<file path="src/rtl/hfs_pkg.sv">
package hfs_pkg;

	localparam int DEF_PANEL_WIDTH  = 32;
	localparam int DEF_PANEL_HEIGHT = 16;
	localparam int DEF_SCAN_ROWS    = 8;
	localparam int MAX_SCAN_COLS    = 32;

	localparam logic [1:0] MODE_WRITE = 2'd0;
	localparam logic [1:0] MODE_FILL  = 2'd1;
	localparam logic [1:0] MODE_SCAN  = 2'd2;

	typedef enum logic [1:0] {
		ST_CLEAR,
		ST_IDLE,
		ST_FILL,
		ST_SCAN
	} seq_state_t;

	// Side information that travels with one column read
	typedef struct packed {
		logic [2:0] row_address;
		logic [4:0] column;
		logic       last;
		logic       upper_ok;
		logic       lower_ok;
	} scan_tag_t;

	// Keep the top bit of each RGB565 channel: red, green, blue
	function automatic logic [2:0] color_bits(input logic [15:0] c);
		color_bits = {c[15], c[10], c[4]};
	endfunction

endpackage

</file>
<file path="src/rtl/hfs_store.sv">
module hfs_store #(
	parameter int DEPTH = 512,
	parameter int AW    = 9
) (
	input  logic          clk,
	input  logic          we,
	input  logic [AW-1:0] waddr,
	input  logic [2:0]    wdata,
	input  logic          re,
	input  logic [AW-1:0] raddr_u,
	input  logic [AW-1:0] raddr_l,
	output logic [2:0]    rdata_u,
	output logic [2:0]    rdata_l
);

	logic [2:0] mem [DEPTH];

	always_ff @(posedge clk) begin
		if (we) begin
			mem[waddr] <= wdata;
		end
	end

	// Hold read data until the next read is issued
	always_ff @(posedge clk) begin
		if (re) begin
			rdata_u <= mem[raddr_u];
			rdata_l <= mem[raddr_l];
		end
	end

endmodule

</file>
<file path="src/rtl/hfs_seq.sv">
module hfs_seq #(
	parameter int PANEL_WIDTH  = hfs_pkg::DEF_PANEL_WIDTH,
	parameter int PANEL_HEIGHT = hfs_pkg::DEF_PANEL_HEIGHT,
	parameter int SCAN_ROWS    = hfs_pkg::DEF_SCAN_ROWS,
	parameter int AW           = 9
) (
	input  logic               clk,
	input  logic               arst_n,
	input  logic               in_valid,
	output logic               in_ready,
	input  logic [1:0]         mode,
	input  logic signed [15:0] x,
	input  logic signed [15:0] y,
	input  logic [15:0]        color,
	input  logic               can_issue,
	output logic               we,
	output logic [AW-1:0]      waddr,
	output logic [2:0]         wdata,
	output logic               re,
	output logic [AW-1:0]      raddr_u,
	output logic [AW-1:0]      raddr_l,
	output hfs_pkg::scan_tag_t tag
);

	import hfs_pkg::*;

	localparam int DEPTH = PANEL_WIDTH * PANEL_HEIGHT;
	localparam int NCOLS = (PANEL_WIDTH < MAX_SCAN_COLS) ? PANEL_WIDTH : MAX_SCAN_COLS;
	localparam int CW    = $clog2(NCOLS);
	localparam int SRW   = (SCAN_ROWS > 1) ? $clog2(SCAN_ROWS) : 1;
	localparam int RW    = $clog2(2 * SCAN_ROWS);
	localparam int XW    = $clog2(PANEL_WIDTH);
	localparam int YW    = $clog2(PANEL_HEIGHT);

	seq_state_t     state_q, state_d;
	logic [AW-1:0]  cnt_q;
	logic [CW-1:0]  col_q;
	logic [2:0]     fill_q;
	logic [SRW-1:0] scan_row_q;
	logic [AW-1:0]  ubase_q, lbase_q;
	logic           uok_q, lok_q;
	logic [2:0]     rowaddr_q;

	logic           on_panel;
	logic [AW-1:0]  pix_addr;
	logic [SRW-1:0] scan_row_d;
	logic [RW-1:0]  top_half_row, bot_half_row;
	logic           take;
	logic           col_end;

	assign on_panel = !x[15] && !y[15] && (x < 16'(PANEL_WIDTH)) && (y < 16'(PANEL_HEIGHT));
	assign pix_addr = AW'(32'(y[YW-1:0]) * PANEL_WIDTH + 32'(x[XW-1:0]));

	assign scan_row_d   = (scan_row_q == SRW'(SCAN_ROWS - 1)) ? '0 : scan_row_q + 1'b1;
	assign top_half_row = RW'(SCAN_ROWS - 1) - RW'(scan_row_d);
	assign bot_half_row = top_half_row + RW'(SCAN_ROWS);

	assign take    = in_valid && in_ready;
	assign col_end = (col_q == CW'(NCOLS - 1));

	always_comb begin
		state_d = state_q;
		unique case (state_q)
			ST_CLEAR, ST_FILL: begin
				if (cnt_q == AW'(DEPTH - 1)) state_d = ST_IDLE;
			end
			ST_IDLE: begin
				if (in_valid && mode == MODE_FILL) state_d = ST_FILL;
				else if (in_valid && mode == MODE_SCAN) state_d = ST_SCAN;
			end
			ST_SCAN: begin
				if (can_issue && col_end) state_d = ST_IDLE;
			end
		endcase
	end

	always_comb begin
		in_ready = 1'b0;
		we       = 1'b0;
		waddr    = pix_addr;
		wdata    = color_bits(color);
		re       = 1'b0;
		unique case (state_q)
			ST_CLEAR, ST_FILL: begin
				we    = 1'b1;
				waddr = cnt_q;
				wdata = fill_q;
			end
			ST_IDLE: begin
				in_ready = 1'b1;
				we       = in_valid && mode == MODE_WRITE && on_panel;
			end
			ST_SCAN: begin
				re = can_issue;
			end
		endcase
	end

	assign raddr_u = ubase_q + AW'(col_q);
	assign raddr_l = lbase_q + AW'(col_q);

	assign tag.row_address = rowaddr_q;
	assign tag.column      = 5'(col_q);
	assign tag.last        = col_end;
	assign tag.upper_ok    = uok_q;
	assign tag.lower_ok    = lok_q;

	always_ff @(posedge clk or negedge arst_n) begin
		if (!arst_n) begin
			state_q    <= ST_CLEAR;
			cnt_q      <= '0;
			col_q      <= '0;
			fill_q     <= '0;
			scan_row_q <= '0;
		end else begin
			state_q <= state_d;
			if (state_q == ST_CLEAR || state_q == ST_FILL) begin
				cnt_q <= cnt_q + 1'b1;
			end
			if (state_q == ST_SCAN && can_issue) begin
				col_q <= col_q + 1'b1;
			end
			if (take) begin
				cnt_q <= '0;
				col_q <= '0;
				if (mode == MODE_FILL) fill_q <= color_bits(color);
				if (mode == MODE_SCAN) scan_row_q <= scan_row_d;
			end
		end
	end

	// Latch the row pair of a scan at its start
	always_ff @(posedge clk) begin
		if (take && mode == MODE_SCAN) begin
			ubase_q   <= AW'(32'(top_half_row) * PANEL_WIDTH);
			lbase_q   <= AW'(32'(bot_half_row) * PANEL_WIDTH);
			uok_q     <= 32'(top_half_row) < PANEL_HEIGHT;
			lok_q     <= 32'(bot_half_row) < PANEL_HEIGHT;
			rowaddr_q <= 3'(32'(top_half_row));
		end
	end

endmodule

</file>
<file path="src/rtl/hub75_framebuffer_scan.sv">
// Frame buffer and row scan for a HUB75 panel, one bit per color. A pixel write
// (mode 0) keeps the block idle; an item can be accepted every cycle. A fill (mode 1)
// sweeps all PANEL_WIDTH*PANEL_HEIGHT entries of the pixel memory, one per cycle,
// during which no item is accepted. A scan (mode 2) advances the row counter and
// reads the upper and lower pixel of one column per cycle from the dual-read memory,
// giving min(PANEL_WIDTH, 32) words at one per cycle while out_ready stays high; the
// next item is accepted once the last column read is issued. After reset the block
// clears the memory with the same sweep over all PANEL_WIDTH*PANEL_HEIGHT entries
// (512 at the defaults) before in_ready first rises.
module hub75_framebuffer_scan #(
	parameter int PANEL_WIDTH  = hfs_pkg::DEF_PANEL_WIDTH,
	parameter int PANEL_HEIGHT = hfs_pkg::DEF_PANEL_HEIGHT,
	parameter int SCAN_ROWS    = hfs_pkg::DEF_SCAN_ROWS
) (
	input  logic               clk,
	input  logic               arst_n,
	input  logic               in_valid,
	output logic               in_ready,
	input  logic [1:0]         mode,
	input  logic signed [15:0] x,
	input  logic signed [15:0] y,
	input  logic [15:0]        color,
	output logic               out_valid,
	input  logic               out_ready,
	output logic [2:0]         row_address,
	output logic [4:0]         column,
	output logic               upper_red,
	output logic               upper_green,
	output logic               upper_blue,
	output logic               lower_red,
	output logic               lower_green,
	output logic               lower_blue,
	output logic               last
);

	import hfs_pkg::*;

	localparam int DEPTH = PANEL_WIDTH * PANEL_HEIGHT;
	localparam int AW    = $clog2(DEPTH);

	logic          we, re, can_issue, move;
	logic [AW-1:0] waddr, raddr_u, raddr_l;
	logic [2:0]    wdata, rdata_u, rdata_l;
	scan_tag_t     tag, tag_s1;
	logic          v_s1;

	logic          out_valid_q;
	logic [2:0]    row_address_q;
	logic [4:0]    column_q;
	logic [2:0]    upper_q, lower_q;
	logic          last_q;

	hfs_seq #(
		.PANEL_WIDTH (PANEL_WIDTH),
		.PANEL_HEIGHT(PANEL_HEIGHT),
		.SCAN_ROWS   (SCAN_ROWS),
		.AW          (AW)
	) u_seq (
		.clk      (clk),
		.arst_n   (arst_n),
		.in_valid (in_valid),
		.in_ready (in_ready),
		.mode     (mode),
		.x        (x),
		.y        (y),
		.color    (color),
		.can_issue(can_issue),
		.we       (we),
		.waddr    (waddr),
		.wdata    (wdata),
		.re       (re),
		.raddr_u  (raddr_u),
		.raddr_l  (raddr_l),
		.tag      (tag)
	);

	hfs_store #(
		.DEPTH(DEPTH),
		.AW   (AW)
	) u_store (
		.clk    (clk),
		.we     (we),
		.waddr  (waddr),
		.wdata  (wdata),
		.re     (re),
		.raddr_u(raddr_u),
		.raddr_l(raddr_l),
		.rdata_u(rdata_u),
		.rdata_l(rdata_l)
	);

	// Advance the read stage into the output register when it is free
	assign move      = v_s1 && (!out_valid_q || out_ready);
	assign can_issue = !v_s1 || move;

	always_ff @(posedge clk or negedge arst_n) begin
		if (!arst_n) begin
			v_s1        <= 1'b0;
			out_valid_q <= 1'b0;
		end else begin
			if (re) v_s1 <= 1'b1;
			else if (move) v_s1 <= 1'b0;
			if (move) out_valid_q <= 1'b1;
			else if (out_ready) out_valid_q <= 1'b0;
		end
	end

	always_ff @(posedge clk) begin
		if (re) begin
			tag_s1 <= tag;
		end
		if (move) begin
			row_address_q <= tag_s1.row_address;
			column_q      <= tag_s1.column;
			last_q        <= tag_s1.last;
			// Drop rows that lie past the panel
			upper_q       <= rdata_u & {3{tag_s1.upper_ok}};
			lower_q       <= rdata_l & {3{tag_s1.lower_ok}};
		end
	end

	assign out_valid   = out_valid_q;
	assign row_address = row_address_q;
	assign column      = column_q;
	assign upper_red   = upper_q[2];
	assign upper_green = upper_q[1];
	assign upper_blue  = upper_q[0];
	assign lower_red   = lower_q[2];
	assign lower_green = lower_q[1];
	assign lower_blue  = lower_q[0];
	assign last        = last_q;

endmodule
</file>
<file path="config.mk">
export PLATFORM = sky130hd
export DESIGN_NAME = hub75_framebuffer_scan
export DESIGN_NICKNAME = d
export VERILOG_FILES = /design/src/rtl/hfs_pkg.sv /design/src/rtl/hfs_store.sv /design/src/rtl/hfs_seq.sv /design/src/rtl/hub75_framebuffer_scan.sv
export SDC_FILE = /design/constraint.sdc
export NUM_CORES = 2
export LEC_CHECK = 0
export BUFFER_PORTS_ARGS = -buffer_cell sky130_fd_sc_hd__buf_2
export CORE_MARGIN = 2
export CORE_UTILIZATION = 50
export DETAILED_ROUTE_END_ITERATION = 6
export PLACE_DENSITY = 0.68
export SLEW_MARGIN = 20
export SYNTH_ARGS = -nofsm -noshare
export SYNTH_HDL_FRONTEND = slang
export SYNTH_SLANG_ARGS = --single-unit
</file>
<file path="constraint.sdc">
create_clock -name clk -period 5.4 [get_ports clk]
set_input_delay 1.08 -clock clk [delete_from_list [all_inputs] [get_ports clk]]
set_output_delay 1.08 -clock clk [all_outputs]
set_load 0.01 [all_outputs]
</file>
==> results.toml <==
[final_layout]
fin_nets = 3620
final_core_util_pct = 55.6
area_growth_pct = 10.9
fillers = 9634
final_common_cell = "edfxtp_1"
drive_above_1_share_pct = 17.8
final_cell_mix = "edfxtp_1, nor2_1, mux2i_1"

[die]
die_area_um2 = 131000
die_w_um = 361
start_util_pct = 50.2
core_area_um2 = 127000
fp-row-count = 131
pin_count = 71
die-height_um = 361

[power]
clkPwrFrac_pct = 31.0
internal_power_uw = 24600
finalPower_uw = 34700
sw_frac_of_total_pct = 29.0
p_comb_share_pct = 22.2
p_leak_uw = 0.0215
max-vdd-ir-drop_v = 0.000598
pwr_density_cell_nw_per_um2 = 490
switchingPower_uw = 10000
seq_power_share_pct = 46.8

[job]
cap_violations = 0

[synthesis]
postSynthCellCount = 3513
synth_edf_count = 1569
synth-seq-cells = 1593
ys_warn_count = 0
synth_area_um2 = 63800
avgSynthCellArea_um2 = 18.2
ys_types = 64
yosysSeqAreaShare_pct = 74.8
ys.flop_type = "edfxtp_1"
syn-num-nets = 3573
async_flop_share_pct = 1.51

[sta]
hold_slack_ns = 0.379
slew-limit-headroom_pct = 27.5
finalCritPeriodShare_pct = 73.8
min_period_ns = 3.99
finalSetupViolations = 0
hold_viol = 0
worstMarginPinSlew_ns = 1.09
rsz0062_at_grt = "false"
finalSetupTns_ns = 0
max_freq_mhz = 251
drv_slew = 0
fin_worst_skew_ns = 0.0246

[setup_path]
required_ns = 5.90
cp-end-kind = "flop"
path_max_fanout = 39
crit_family = "simple AND/OR/NAND/NOR gates"
crit_arrival_ns = 4.49
critPathLaunchType = "flop"
path_class = "reg -> reg"
crit_buf_inv = 0
slowest_stage = "dfrtp_4"
cpPeakStageDelay_ns = 0.93
crit_chain = "and2b_2, a221oi_1, a211oi_1, o21ai_0, nand4_1, nor4_2"

[cts]
post_cts_buffers = 0
post_cts_resize_count = 0
cts_tree = "built"
hold_buffers = 0
cts_sinks = 1593
clk_pin_slew_ns = 0.06
clk_latency_ns = 0.79
clk_path_buf_depth = 3
ctsHtreeMaxLevel = 4
cts.root.buffer_cell = "clkbuf_16"
cts_buffers = 156

[grt]
grt_use_total_pct = 23.1
grt_pass1_wl_um = 221000
grt_overflow = 0
grt_pass1_vias = 33300
grt_max_degree = 156
antenna_found_initial = 5

[routing]
postRouteAntennaNets = 0
vias = 33200
drc = 0
firstDrtPassIters = 5
wl_per_cell_um = 28.2
viasPerCell = 6.20
drt_iter0_markers = 3967
wl_um = 151000

[place]
dpl.hpwl_um = 88200
io_buffers = 57
gp_congestion = 0.799

[worst_hold_path]
hold_class = "in -> async"

[outcome]
status = "finished, final reports clean"
-- synthesized netlist by cell type, types with 7 or more instances --
cell / n / share of area [%]
mux4_1: 28 / 1.2
or2_2: 7 / 0.069
edfxtp_1: 1569 / 74
nor2_1: 548 / 3.2
a22oi_1: 37 / 0.44
mux2_2: 23 / 0.41
o211ai_1: 9 / 0.11
clkbuf_8: 7 / 0.15
o221ai_1: 68 / 0.93
clkbuf_1: 130 / 0.76
buf_2: 61 / 0.48
a22o_1: 30 / 0.41
nand4_1: 8 / 0.078
mux4_2: 224 / 7.9
nand2_1: 105 / 0.62
inv_1: 10 / 0.059
a221oi_1: 35 / 0.48
buf_12: 10 / 0.31
a21oi_1: 57 / 0.45
dfrtp_1: 24 / 0.94
a211oi_1: 38 / 0.45
a221o_1: 9 / 0.14
o21ai_0: 35 / 0.27
buf_6: 11 / 0.19
buf_4: 11 / 0.13
nand2b_1: 7 / 0.069
o22ai_1: 28 / 0.27
buf_8: 7 / 0.16
and2_1: 8 / 0.078
mux2i_1: 268 / 4.2
-- power by group through the flow --
stage	clock network [µW]	logic, µW	registers [µW]
after global placement	0	7580	16500
after floorplan	0	5080	16800
final	10700	7710	16200
after CTS	10900	7770	16200
after global routing	11400	8240	16200
after detailed placement	0	7750	16500
-- registers in the layout, summed over array words and instances (netlist names) --
| name | count |
|---|---|
| u_store.mem | 1536 |
| u_seq.cnt_q | 9 |
| u_seq.state_q | 2 |
| last | 1 |
| u_seq.fill_q | 3 |
| v_s1 | 1 |
| lower_q | 3 |
| tag_s1 | 9 |
| u_seq.lbase_q | 3 |
| upper_q | 3 |
| u_store.rdata_l | 3 |
| out_valid | 1 |
| row_address | 3 |
| u_store.rdata_u | 3 |
| u_seq.col_q | 5 |
| u_seq.scan_row_q | 3 |
| column | 5 |
-- per-layer routing --
layer	vias up	routed length [µm]	track usage, %
li1	14100	-	-
met1	17300	62300	32.8
met2	1493	72300	36.8
met3	236	12700	4.37
met4	2	3810	6.89
met5	-	14	0
-- logic make-up (layout without fill, tap and decap cells) --
family                     count (synthesis)  in the layout  synth area share [%]
adders and majority gates                  6              6                 0.118
and+or+nand+nor                          733            733                  4.72
muxes                                    543            543                  13.7
other                                      0              3                     0
buffers and inverters                    256            433                  2.33
AOI/OAI and AO/OA                        374            374                  4.30
xor gates and xnor gates                   8              8                 0.110
DFF                                     1593           1593                  74.8
-- path summary, 6_finish.rpt --
check                           depth (start not counted)            endpoint  slack (ns)           start
max in group asynchronous                               1      u_seq.col_q[1]        4.42          arst_n
worst min-delay path                                    1           out_valid        0.38          arst_n
worst min register to register                          0           column[2]        0.42       tag_s1[5]
min in group clk                                        0           column[2]        0.42       tag_s1[5]
worst max register to register                          6  u_store.rdata_u[0]        1.41  u_seq.col_q[1]
worst max-delay path                                    6  u_store.rdata_u[0]        1.41  u_seq.col_q[1]
-- layout make-up --
type / count / area, µm² / share of cell area (%)
Timing Repair Buffer: 134 / 1060 / 1.50
Antenna cell: 3 / 7.51 / 0.0106
Clock inverter: 82 / 717 / 1.01
Clock buffer: 206 / 4340 / 6.14
Multi-Input combinational cell: 1664 / 14800 / 20.9
Sequential cell: 1593 / 47700 / 67.4
Tap cell: 1662 / 2080 / 2.94
Inverter: 11 / 41.3 / 0.0583
-- through the flow --
| step | setup slack [ns] | instances | area [µm²] |
|---|---|---|---|
| finish | 1.41 | 5355 | 70800 |
| detailed placement | 1.07 | 5064 | 65700 |
| global placement | 1.14 | 5064 | 65700 |
| global route | 1.39 | 5352 | 70800 |
| floorplan | -0.295 | 3513 | 63800 |
| CTS | 1.43 | 5352 | 70800 |
No activity file was read; power rests on OpenSTA's default activity.
